<file path="config.mk">
export PLATFORM = sky130hd
export DESIGN_NAME = gmrf_regs
export DESIGN_NICKNAME = d
export VERILOG_FILES = /design/src/hdl/gmrf_pkg.sv /design/src/hdl/gmrf_regs.sv
export SDC_FILE = /design/constraint.sdc
export NUM_CORES = 1
export LEC_CHECK = 0
export BUFFER_PORTS_ARGS = -buffer_cell sky130_fd_sc_hd__clkbuf_2
export CAP_MARGIN = 10
export CORE_MARGIN = 10
export CORE_UTILIZATION = 45
export CTS_CLUSTER_SIZE = 16
export DETAILED_ROUTE_END_ITERATION = 6
export SLEW_MARGIN = 20
export SYNTH_ARGS = -nofsm -noshare
export SYNTH_HDL_FRONTEND = slang
export SYNTH_SLANG_ARGS = --single-unit
</file>
<file path="constraint.sdc">
create_clock -name clk -period 5.6 [get_ports clk]
set_input_delay 0.84 -clock clk [delete_from_list [all_inputs] [get_ports clk]]
set_output_delay 0.84 -clock clk [all_outputs]
set_load 0.01 [all_outputs]
</file>
<file path="src/hdl/gmrf_pkg.sv">
package gmrf_pkg;

  localparam int PIN_COUNT_DEF    = 40;
  localparam int SIGNAL_COUNT_DEF = 256;
  localparam int DATA_W           = 32;
  localparam int OFF_W            = 12;
  localparam int REG_COUNT        = 6;

  localparam logic [OFF_W-1:0] PIN_BASE    = 12'h088;
  localparam logic [OFF_W-1:0] INSEL_BASE  = 12'h130;
  localparam logic [OFF_W-1:0] OUTSEL_BASE = 12'h530;

  localparam logic [OFF_W-1:0] OFF_OUT      = 12'h004;
  localparam logic [OFF_W-1:0] OFF_OUT_SET  = 12'h008;
  localparam logic [OFF_W-1:0] OFF_OUT_CLR  = 12'h00C;
  localparam logic [OFF_W-1:0] OFF_OUTH     = 12'h010;
  localparam logic [OFF_W-1:0] OFF_OUTH_SET = 12'h014;
  localparam logic [OFF_W-1:0] OFF_OUTH_CLR = 12'h018;
  localparam logic [OFF_W-1:0] OFF_EN       = 12'h020;
  localparam logic [OFF_W-1:0] OFF_EN_SET   = 12'h024;
  localparam logic [OFF_W-1:0] OFF_EN_CLR   = 12'h028;
  localparam logic [OFF_W-1:0] OFF_ENH      = 12'h02C;
  localparam logic [OFF_W-1:0] OFF_ENH_SET  = 12'h030;
  localparam logic [OFF_W-1:0] OFF_ENH_CLR  = 12'h034;
  localparam logic [OFF_W-1:0] OFF_ST       = 12'h044;
  localparam logic [OFF_W-1:0] OFF_ST_SET   = 12'h048;
  localparam logic [OFF_W-1:0] OFF_ST_CLR   = 12'h04C;
  localparam logic [OFF_W-1:0] OFF_STH      = 12'h050;

  typedef logic [2:0] reg_sel_t;
  typedef logic [1:0] reg_op_t;

  localparam reg_sel_t REG_OUT  = 3'd0;
  localparam reg_sel_t REG_OUTH = 3'd1;
  localparam reg_sel_t REG_EN   = 3'd2;
  localparam reg_sel_t REG_ENH  = 3'd3;
  localparam reg_sel_t REG_ST   = 3'd4;
  localparam reg_sel_t REG_STH  = 3'd5;

  localparam reg_op_t OP_WRITE = 2'd0;
  localparam reg_op_t OP_SET   = 2'd1;
  localparam reg_op_t OP_CLR   = 2'd2;

  typedef struct packed {
    logic     reg_hit;
    reg_sel_t reg_sel;
    reg_op_t  reg_op;
    logic     arr_hit;
  } dec_t;

endpackage

</file>
<file path="src/hdl/gmrf_regs.sv">
module gmrf_regs (
  input  logic                        clk,
  input  logic                        rst,
  input  logic                        wr_en,
  input  gmrf_pkg::dec_t              dec,
  input  logic [gmrf_pkg::DATA_W-1:0] wdata,
  output logic [gmrf_pkg::DATA_W-1:0] rdata
);

  logic [gmrf_pkg::DATA_W-1:0] regs [gmrf_pkg::REG_COUNT];

  always_ff @(posedge clk) begin
    if (rst) begin
      for (int i = 0; i < gmrf_pkg::REG_COUNT; i++) begin
        regs[i] <= '0;
      end
    end else if (wr_en && dec.reg_hit) begin
      case (dec.reg_op)
        gmrf_pkg::OP_WRITE: regs[dec.reg_sel] <= wdata;
        gmrf_pkg::OP_SET:   regs[dec.reg_sel] <= regs[dec.reg_sel] | wdata;
        gmrf_pkg::OP_CLR:   regs[dec.reg_sel] <= regs[dec.reg_sel] & ~wdata;
        default:            regs[dec.reg_sel] <= regs[dec.reg_sel];
      endcase
    end
  end

  assign rdata = (dec.reg_hit && dec.reg_op == gmrf_pkg::OP_WRITE) ? regs[dec.reg_sel] : '0;

endmodule

</file>
==> flow_metrics.tcl <==
set metrics [dict create \
    synth.avg_cell_area_sq_um 13.3 \
    fin_cells 1286 \
    power_leakage_nw 4.73 \
    synthTopCellsByCount "edfxtp_1 (256), a21oi_1 (160), mux2i_1 (72)" \
    routed_wl_mm 30.9 \
    yosysWarningCount 0 \
    layout.nets 972 \
    grt_start_max_net_pins 81 \
    ctsHoldBuffers 0 \
    hpwl_mm 16.9 \
    critPathLaunchType "primary input" \
    worstPathMaxFanout 32 \
    n_fill_cell 2288 \
    dieHeight_microns 183 \
    die_area_sq_mm 0.0334 \
    vdd_ir_drop_max_v 0.000222 \
    core_sq_mm 0.0261 \
    drv_cap 0 \
    drc_errors 0 \
    portBuffers 72 \
    cts_tree "done" \
    required_ps 4760 \
    yosysTopAreaCellShare_pct 64.4 \
    cts_root_buffer "clkbuf_16" \
    initialDrtViolationCount 635 \
    reg_top3 "regs x256" \
    drive_above_1_share_pct 20.8 \
    die_w_microns 183 \
    ys.flop_type "edfxtp_1" \
    slew_headroom_pct 25.8 \
    final_hold_viol_count 0 \
    gp_congestion 0.758 \
    grtUsageMet1_pct 24.5 \
    overflow 0 \
    async_reset_ff_share_pct 0 \
    yosysMostFrequentCell "edfxtp_1" \
    fmax_mhz 272 \
    grt_pass1_wl_mm 47.2 \
    cts_setup_buffers 0 \
    multiInputGateArea_sq_mm 0.00387 \
    skew_ps 9.39 \
    numCtsBuffers 28 \
    top_usage_layer "met2" \
    area_growth_pct 11.9 \
    track_usage_pct 18.1 \
    synth_cell_types 31 \
    yosysTopAreaCell "edfxtp_1" \
    critPathKind "in -> out" \
    n_antenna_cell 0 \
    regMostFlops "regs" \
    clk_latency_ps 540 \
    synth_edf_count 256 \
    ff_latch_area_sq_mm 0.00769 \
    cts-resized-gates 0 \
    yosys-top-cells-area "edfxtp_1 (64%), a21oi_1 (6.7%), mux2i_1 (6.0%)" \
    grt.met2_usage_pct 29.4 \
    vias_per_cell 6.06 \
    syn-cell-area_sq_mm 0.0119 \
    hold_path_class "in -> reg" \
    first_pass_iters 4 \
    htreeDepth 1 \
    io_pins 74 \
    cts.sinks 256 \
    largest_reg_flops 256 \
    drtAntennaViolNets 0 \
    routedWlPerCell_microns 24.1 \
    gr-usage-met3_pct 3.39 \
    setup_viol 0 \
    rsz0062_at_grt "no" \
    yosysSeqAreaShare_pct 64.4 \
    antenna_found_initial 0 \
    dpl.cell_count 1234 \
    status "finished clean" \
    period_minus_slack_ps 3670 \
    start_util_pct 45.8 \
    slew_viol_final 0 \
    cts_buffer_depth 3 \
    cp.arrival_ps 2830 \
    cp-end-kind "primary output" \
    syn_inst 898 \
    path_clk_slew_ps 60 \
    power.density_mw_per_mm2 314 \
    first_global_vias 7766 \
    worst_pin_slew_ps 1110 \
    period_share_pct 65.6 \
    syn_nets 940 \
    ys_ff_latch 256 \
    setup-tns-final_ps 0 \
    vias 7789 \
    holdWs_ps 787 \
    core.rowCount 59 \
]
==> layout make-up <==
type / instances / share of cell area, %
flip-flops and latches: 256 / 57.5
multi-input cells: 547 / 29.0
clock buffers: 39 / 5.71
repair buffers: 94 / 4.13
well taps: 335 / 3.14
clock inverters: 12 / 0.421
inverters: 3 / 0.0843
==> layer usage <==
layer,up-vias,wire [microns],part of all wire [%]
met4,0,706,2.3
li1,3581,-,-
met5,-,0,0
met1,3911,13400,43
met2,248,14800,48
met3,49,2070,6.7
==> final timing paths <==
kind                  to  cells past startpoint         from  slack [ps]
max             rdata[2]                      5       dec[1]        1930
min          regs[1][27]                      3    wdata[27]         790
max reg2reg  regs[6][22]                      4  regs[1][22]        3830
min reg2reg  regs[3][26]                      4  regs[2][26]        1070
==> where the power goes <==
group	switching (mW)	total (mW)	leakage (nW)	internal, mW
logic	0.222	0.340	1.75	0.117
clock network	0.722	1.67	0.402	0.944
registers	0.0150	2.19	2.57	2.17
total	0.959	4.19	4.73	3.23
==> placed cells by master (no fill, tap or decap), types with 10 or more instances in the layout <==
cell	n
clkbuf_16	29
mux2i_1	72
a21oi_1	160
maj3_1	29
o22ai_1	28
o21ai_1	27
nor3_1	28
nand2_1	40
mux2_2	56
clkbuf_2	71
edfxtp_1	256
a22o_1	28
clkbuf_1	10
buf_4	21
or4_1	29
==> through the flow <==
step	util (%)	instance area [sq um]	power (mW)	setup slack [ps]
2_1_floorplan	-	11900	2.45	1240
3_3_place_gp	48.0	12500	2.56	1890
3_5_place_dp	48.0	12500	2.57	1900
4_1_cts	51.1	13300	4.21	1900
5_1_grt	51.3	13400	4.34	1780
6_report	51.3	13400	4.19	1930
==> kinds of logic after synthesis <==
logic type,count (synthesis),share of synthesized area [%]
muxes,128,11.3
AOI/OAI and AO/OA,262,12.5
DFF,256,64.4
adders and majority gates,29,2.43
buffers and inverters,95,3.72
and+or+nand+nor,128,5.64
==> critical path, cell delays in order <==
cell,delay (ps)
clkbuf_2,180
inv_1,120
nand3_2,850
nor3_1,610
clkbuf_2,220
(Power assumes the default switching activity.)
