## src/hdl/gmrf_pkg.sv

```systemverilog
package gmrf_pkg;

  localparam int PIN_COUNT_DEF    = 40;
  localparam int SIGNAL_COUNT_DEF = 256;
  localparam int DATA_W           = 32;
  localparam int OFF_W            = 12;
  localparam int REG_COUNT        = 6;

  localparam logic [OFF_W-1:0] PIN_BASE    = 12'h088;
  localparam logic [OFF_W-1:0] INSEL_BASE  = 12'h130;
  localparam logic [OFF_W-1:0] OUTSEL_BASE = 12'h530;

  localparam logic [OFF_W-1:0] OFF_OUT      = 12'h004;
  localparam logic [OFF_W-1:0] OFF_OUT_SET  = 12'h008;
  localparam logic [OFF_W-1:0] OFF_OUT_CLR  = 12'h00C;
  localparam logic [OFF_W-1:0] OFF_OUTH     = 12'h010;
  localparam logic [OFF_W-1:0] OFF_OUTH_SET = 12'h014;
  localparam logic [OFF_W-1:0] OFF_OUTH_CLR = 12'h018;
  localparam logic [OFF_W-1:0] OFF_EN       = 12'h020;
  localparam logic [OFF_W-1:0] OFF_EN_SET   = 12'h024;
  localparam logic [OFF_W-1:0] OFF_EN_CLR   = 12'h028;
  localparam logic [OFF_W-1:0] OFF_ENH      = 12'h02C;
  localparam logic [OFF_W-1:0] OFF_ENH_SET  = 12'h030;
  localparam logic [OFF_W-1:0] OFF_ENH_CLR  = 12'h034;
  localparam logic [OFF_W-1:0] OFF_ST       = 12'h044;
  localparam logic [OFF_W-1:0] OFF_ST_SET   = 12'h048;
  localparam logic [OFF_W-1:0] OFF_ST_CLR   = 12'h04C;
  localparam logic [OFF_W-1:0] OFF_STH      = 12'h050;

  typedef logic [2:0] reg_sel_t;
  typedef logic [1:0] reg_op_t;

  localparam reg_sel_t REG_OUT  = 3'd0;
  localparam reg_sel_t REG_OUTH = 3'd1;
  localparam reg_sel_t REG_EN   = 3'd2;
  localparam reg_sel_t REG_ENH  = 3'd3;
  localparam reg_sel_t REG_ST   = 3'd4;
  localparam reg_sel_t REG_STH  = 3'd5;

  localparam reg_op_t OP_WRITE = 2'd0;
  localparam reg_op_t OP_SET   = 2'd1;
  localparam reg_op_t OP_CLR   = 2'd2;

  typedef struct packed {
    logic     reg_hit;
    reg_sel_t reg_sel;
    reg_op_t  reg_op;
    logic     arr_hit;
  } dec_t;

endpackage

```

## src/hdl/gmrf_decode.sv

```systemverilog
module gmrf_decode #(
  parameter int PIN_COUNT    = gmrf_pkg::PIN_COUNT_DEF,
  parameter int SIGNAL_COUNT = gmrf_pkg::SIGNAL_COUNT_DEF,
  parameter int AW           = 9
) (
  input  logic [gmrf_pkg::OFF_W-1:0] offset,
  output gmrf_pkg::dec_t             dec,
  output logic [AW-1:0]              mem_addr
);

  localparam int PIN_END    = 32'(gmrf_pkg::PIN_BASE) + 4 * PIN_COUNT;
  localparam int INSEL_END  = 32'(gmrf_pkg::INSEL_BASE) + 4 * SIGNAL_COUNT;
  localparam int OUTSEL_END = 32'(gmrf_pkg::OUTSEL_BASE) + 4 * PIN_COUNT;
  localparam int INSEL_IDX  = PIN_COUNT;
  localparam int OUTSEL_IDX = PIN_COUNT + SIGNAL_COUNT;

  logic [12:0] off_ext;
  logic [gmrf_pkg::OFF_W-1:0] diff;
  logic arr_hit;

  assign off_ext = {1'b0, offset};

  always_comb begin
    dec.arr_hit = arr_hit;
    dec.reg_hit = 1'b1;
    dec.reg_sel = gmrf_pkg::REG_OUT;
    dec.reg_op  = gmrf_pkg::OP_WRITE;
    case (offset)
      gmrf_pkg::OFF_OUT:      begin dec.reg_sel = gmrf_pkg::REG_OUT;  end
      gmrf_pkg::OFF_OUT_SET:  begin dec.reg_sel = gmrf_pkg::REG_OUT;  dec.reg_op = gmrf_pkg::OP_SET; end
      gmrf_pkg::OFF_OUT_CLR:  begin dec.reg_sel = gmrf_pkg::REG_OUT;  dec.reg_op = gmrf_pkg::OP_CLR; end
      gmrf_pkg::OFF_OUTH:     begin dec.reg_sel = gmrf_pkg::REG_OUTH; end
      gmrf_pkg::OFF_OUTH_SET: begin dec.reg_sel = gmrf_pkg::REG_OUTH; dec.reg_op = gmrf_pkg::OP_SET; end
      gmrf_pkg::OFF_OUTH_CLR: begin dec.reg_sel = gmrf_pkg::REG_OUTH; dec.reg_op = gmrf_pkg::OP_CLR; end
      gmrf_pkg::OFF_EN:       begin dec.reg_sel = gmrf_pkg::REG_EN;   end
      gmrf_pkg::OFF_EN_SET:   begin dec.reg_sel = gmrf_pkg::REG_EN;   dec.reg_op = gmrf_pkg::OP_SET; end
      gmrf_pkg::OFF_EN_CLR:   begin dec.reg_sel = gmrf_pkg::REG_EN;   dec.reg_op = gmrf_pkg::OP_CLR; end
      gmrf_pkg::OFF_ENH:      begin dec.reg_sel = gmrf_pkg::REG_ENH;  end
      gmrf_pkg::OFF_ENH_SET:  begin dec.reg_sel = gmrf_pkg::REG_ENH;  dec.reg_op = gmrf_pkg::OP_SET; end
      gmrf_pkg::OFF_ENH_CLR:  begin dec.reg_sel = gmrf_pkg::REG_ENH;  dec.reg_op = gmrf_pkg::OP_CLR; end
      gmrf_pkg::OFF_ST:       begin dec.reg_sel = gmrf_pkg::REG_ST;   end
      gmrf_pkg::OFF_ST_SET:   begin dec.reg_sel = gmrf_pkg::REG_ST;   dec.reg_op = gmrf_pkg::OP_SET; end
      gmrf_pkg::OFF_ST_CLR:   begin dec.reg_sel = gmrf_pkg::REG_ST;   dec.reg_op = gmrf_pkg::OP_CLR; end
      gmrf_pkg::OFF_STH:      begin dec.reg_sel = gmrf_pkg::REG_STH;  end
      default:                begin dec.reg_hit = 1'b0; end
    endcase
  end

  always_comb begin
    arr_hit  = 1'b1;
    diff     = offset - gmrf_pkg::PIN_BASE;
    mem_addr = AW'(diff[gmrf_pkg::OFF_W-1:2]);
    if (offset >= gmrf_pkg::PIN_BASE && off_ext < 13'(PIN_END)) begin
      diff     = offset - gmrf_pkg::PIN_BASE;
      mem_addr = AW'(diff[gmrf_pkg::OFF_W-1:2]);
    end else if (offset >= gmrf_pkg::INSEL_BASE && off_ext < 13'(INSEL_END)) begin
      diff     = offset - gmrf_pkg::INSEL_BASE;
      mem_addr = AW'(diff[gmrf_pkg::OFF_W-1:2]) + AW'(INSEL_IDX);
    end else if (offset >= gmrf_pkg::OUTSEL_BASE && off_ext < 13'(OUTSEL_END)) begin
      diff     = offset - gmrf_pkg::OUTSEL_BASE;
      mem_addr = AW'(diff[gmrf_pkg::OFF_W-1:2]) + AW'(OUTSEL_IDX);
    end else begin
      arr_hit = 1'b0;
    end
  end

endmodule

```

## config.mk

```make
export PLATFORM = sky130hd
export DESIGN_NAME = gmrf_decode
export DESIGN_NICKNAME = d
export VERILOG_FILES = /design/src/hdl/gmrf_pkg.sv /design/src/hdl/gmrf_decode.sv
export SDC_FILE = /design/constraint.sdc
export NUM_CORES = 1
export LEC_CHECK = 0
export BUFFER_PORTS_ARGS = -buffer_cell sky130_fd_sc_hd__buf_2
export CORE_ASPECT_RATIO = 0.75
export CORE_UTILIZATION = 43
export DETAILED_ROUTE_END_ITERATION = 10
export PLACE_DENSITY = 0.77
export SYNTH_ARGS = -nofsm -noshare
export SYNTH_HDL_FRONTEND = slang
export SYNTH_SLANG_ARGS = --single-unit
```

## constraint.sdc

```tcl
create_clock -name vclk -period 2.3
set_input_delay 0.345 -clock vclk [all_inputs]
set_output_delay 0.345 -clock vclk [all_outputs]
set_load 0.005 [all_outputs]
```

==> metrics, run 1 <==
most frequent cell after synthesis nor2_1; die width 52.30 um; hold crit path type in2out; WHS 1057 ps; Final GP Congestion 0.8745; Core ar. 0.001757 mm2; per-cell routed wire length 15.58 um; violated checks negative setup slack; VDD IR-drop max 0.1306 mV; crit-path max FO 7; n_diodes 0; starting density of the core 0.4644; mean post-synth cell area 6.972 um2; Netlist Area Pre-Place 815.8 um2; P_sw 0.1360 mW; vias in the first global route 865; Tightest Pin Transition 397.4 ps; final WL 2774 um; total global routing overflow 0; crit end category output port; Final setup viols 7; Net Count, Synth 136; Area Growth Syn to Fin 51.99%; worst setup margin -92.76 ps; YS warnings 0; share of cells above drive strength 1 0.4936; Final Max Slew Viols 0; IO Port Bufs 28; Design Power 0.2672 mW; die area 0.002077 mm2; DPL Wire Length 2082 um; Logic pwr share 1.000; top-area cell type share of the netlist area 0.1074; Fmax 417.9 MHz; via count 1059; status finished with violations; Layout Cell Area excl Fill 0.001240 mm2; initial antenna violation count 0; Area contributors post-synth ha_1 11%, mux2i_1 7.4%, xnor2_1 6.4%, a21oi_1 4.3%, a32oi_1 4.3%; I/O pins 28; DRC Markers 0; pin count of the biggest net entering global routing 15; Die Y 39.72 um; final hold viol count 0; Post-Synthesis Cells 117; Placed Area 0.001077 mm2; CP Data Arrival Time 2050 ps; DR vias/cell 5.949; max-cap violations 0; distinct cell type count after synthesis 46; Seq/Total Area, Yosys 0; first-pass GRT wire length 4202 um; hold buffers post-CTS 0; CP required 1960 ps; final worst path period need 2393 ps; leading area contributor after synthesis ha_1; CP Class in2out; Max-Slew Margin vs Limit 0.7350; critical path launch point type input pin; nets 177; DR pass1 iterations 4; P_int 0.1312 mW; CLK BUF 0; FP Rows 13; period utilization 1.040; unrepaired setup endpoints after global routing yes; Sequential Area 0 um2; pwr dens 215.5 mW/mm2; sequential power share 0; LEAKAGE 0.5497 nW; switching power share of the total 0.5090; Tot GR Track Use 0.2739; Clock Power Share 0; Util after Layout 0.7058; Final ANT Viol Nets 0; Initial DRC Count 26; setup total negative slack -379.3 ps; Seq Cell Count 0
[metrics by stage]
step | instances | worst slack, ps
after floorplan | 117 | 1.884
after global placement | 175 | -120.9
after detailed placement | 175 | -178.9
after CTS | 178 | -105.2
after global routing | 178 | -158.1
final | 178 | -92.76
[cell type report]
| type | count | area (um2) |
|---|---|---|
| multi-input cells | 98 | 845.8 |
| fillers | 146 | 516.7 |
| repair buffers | 51 | 340.3 |
| well taps | 22 | 27.53 |
| inverters | 7 | 26.28 |
[critical path, cell delays in order]
cell and delay (ps):
buf_8 110, ha_4 170, or3_4 360, a221o_1 360, o211ai_4 150, buf_6 210
nor2_4 40, a31oi_2 150, buf_2 140
[path summary, 6_finish.rpt]
check / start / cells after the start / endpoint / slack, ps
min: offset[9] / 3 / mem_addr[7] / 1060
max: offset[4] / 9 / mem_addr[4] / -90
[cell usage in the layout (no fill, tap or decap), types with 3 or more instances in the layout]
cell	n
inv_1	5
buf_2	26
buf_4	21
nand2_1	5
nor2_1	7
o21ai_0	3
xnor2_1	4
mux2i_1	5
a21oi_1	6
nor3_1	7
ha_1	4
a32oi_1	3
[power by group through the flow]
stage	clock [mW]	combinational [mW]	sequential [mW]
floorplan	0	0.137	0
detailed placement	0	0.218	0
CTS	0	0.240	0
global placement	0	0.210	0
global route	0	0.290	0
finish	0	0.267	0
[per-layer routing]
layer	GRT usage	part of all wire	vias to the layer above
li1	-	-	516
met1	0.3772	0.44	497
met2	0.4968	0.51	44
met3	0	0.050	2
met4	0.01974	0.0050	0
met5	0	0	-
[logic make-up (layout without fill, tap and decap cells)]
group	after synthesis	count (layout)	synth area share
AO/OA/AOI/OAI	31	31	0.2715
XOR/XNOR	8	8	0.08589
adder cells (fa/ha/maj)	8	8	0.1196
buffers and inverters	19	58	0.1166
multiplexers	7	7	0.08743
AND/OR/NAND/NOR	44	44	0.3190
[timing repair]
item | 4_1_cts | 5_1_grt
setup endpoints to repair | 8 | 8
pin swaps | 7 | 7
resized for setup | 15 | 17
buffers inserted | 3 | 0
(Power assumes the default switching activity.)
==> inputs of run 2 (changes only) <==
- CELL_PAD_IN_SITES_DETAIL_PLACEMENT: unset -> 1
- CELL_PAD_IN_SITES_GLOBAL_PLACEMENT: unset -> 1
- CORE_UTILIZATION: 43 -> 34
- PLACE_DENSITY: 0.77 -> 0.86
==> run 2 against run 1 <==
The run still ends with negative setup slack left. Via count increased by 8.3%. Critical path depth decreased by 1. First-iteration DRC count increased to 3.8 times the previous value.
==> metrics, run 2 (synthesized netlist as in run 1, its figures left out) <==
Final Max Slew Viols 0; total global routing overflow 0; final worst path period need 2441 ps; fill cell instance count of the final layout 287; CP Class in2out; Tot GR Track Use 0.3075; I/O pins 28; most common cell after layout, fill and taps aside buf_4; Seq Cell Count 0; placed insts 188; FP Rows 14; critical path launch point type input pin; worst setup margin -140.6 ps; CP Data Arrival Time 2100 ps; vias in the first global route 1163; WHS 1056 ps; die width 58.56 um; DPL Wire Length 2809 um; hold crit path type in2out; Max-Slew Margin vs Limit 0.7194; VDD IR-drop max 0.08872 mV; share of cells above drive strength 1 0.4845; violated checks negative setup slack; Area Growth Syn to Fin 54.75%; per-cell routed wire length 19.64 um; fin cells 193; Tightest Pin Transition 417.7 ps; pwr dens 222.1 mW/mm2; DRC Markers 0; CLK BUF 0; final WL 3791 um; Core ar. 0.002137 mm2; crit-path max FO 5; DR pass1 iterations 4; DR vias/cell 5.943; period utilization 1.061; Sequential Area 0 um2; Util after Layout 0.5907; LEAKAGE 0.5672 nW; max-cap violations 0; IO Port Bufs 28; pin count of the biggest net entering global routing 13; commonest cells after routing, fill and taps aside 27 x buf_4, 26 x buf_2, 7 x nor3_1, 7 x nor2_1; unrepaired setup endpoints after global routing yes; crit end category output port; nets 182; Initial DRC Count 98; Final GP Congestion 0.8908; final hold viol count 0; via count 1147; Final ANT Viol Nets 0; CP required 1960 ps; first-pass GRT wire length 5989 um; Die Y 44.42 um; Fmax 409.7 MHz; Final setup viols 8; status finished with violations; die area 0.002601 mm2; n_diodes 0; starting density of the core 0.3817; initial antenna violation count 0
==> run 2: cell types whose count changed in the layout (fill, tap and decap cells not counted), sizes merged <==
cell  delta
buf      +5
==> run 2: layout make-up <==
type,instances,area [um2],share of cell area
multi-input combinational,98,822.0,0.6511
tap,32,40.04,0.03171
timing repair buffer,56,374.1,0.2963
inverter,7,26.28,0.02081
==> run 2: worst paths after layout <==
check / start / end / depth (start not counted)
max: offset[5] / mem_addr[6] / 8
min: offset[9] / mem_addr[7] / 3
==> run 2: worst max-delay path: stages <==
cell	delay (ps)
buf_8	110
ha_4	160
or3_4	360
a221o_1	400
o211ai_4	150
mux2i_1	250
xnor2_1	150
buf_2	150
==> run 2: repair_timing <==
item	CTS	global route
hold buffers	0	0
cloned	0	0
pin swaps	8	8
endpoints found under the setup margin	8	8
resized for setup	12	15
setup buffers	2	3
==> run 2: per-layer routing <==
| metal | up-vias | share of wire | wire, um | global-route usage |
|---|---|---|---|---|
| met3 | 14 | 0.050 | 190 | 0.02047 |
| met1 | 563 | 0.43 | 1644 | 0.3885 |
| met4 | 0 | 0.038 | 144 | 0.1571 |
| met2 | 49 | 0.48 | 1812 | 0.5333 |
| met5 | - | 0 | 0 | 0 |
| li1 | 521 | - | - | - |
==> run 2: power by group <==
group / internal [mW] / leakage (nW) / switching [mW] / total (mW)
Combinational: 0.133 / 0.567 / 0.147 / 0.280
Clock: 0 / 0 / 0 / 0
Sequential: 0 / 0 / 0 / 0
==> run 2: stage by stage <==
| stage | cell area, um2 | setup TNS (ps) | setup slack [ps] | total power, mW |
|---|---|---|---|---|
| after detailed placement | 1112 | -1536 | -219.7 | 0.2323 |
| after global routing | 1262 | -1133 | -179.9 | 0.3013 |
| after floorplan | 829.5 | 0 | 1.884 | 0.1373 |
| final | 1262 | -682.8 | -140.6 | 0.2804 |
| after global placement | 1112 | -977.9 | -151.9 | 0.2174 |
| after CTS | 1186 | -824.3 | -144.9 | 0.2483 |
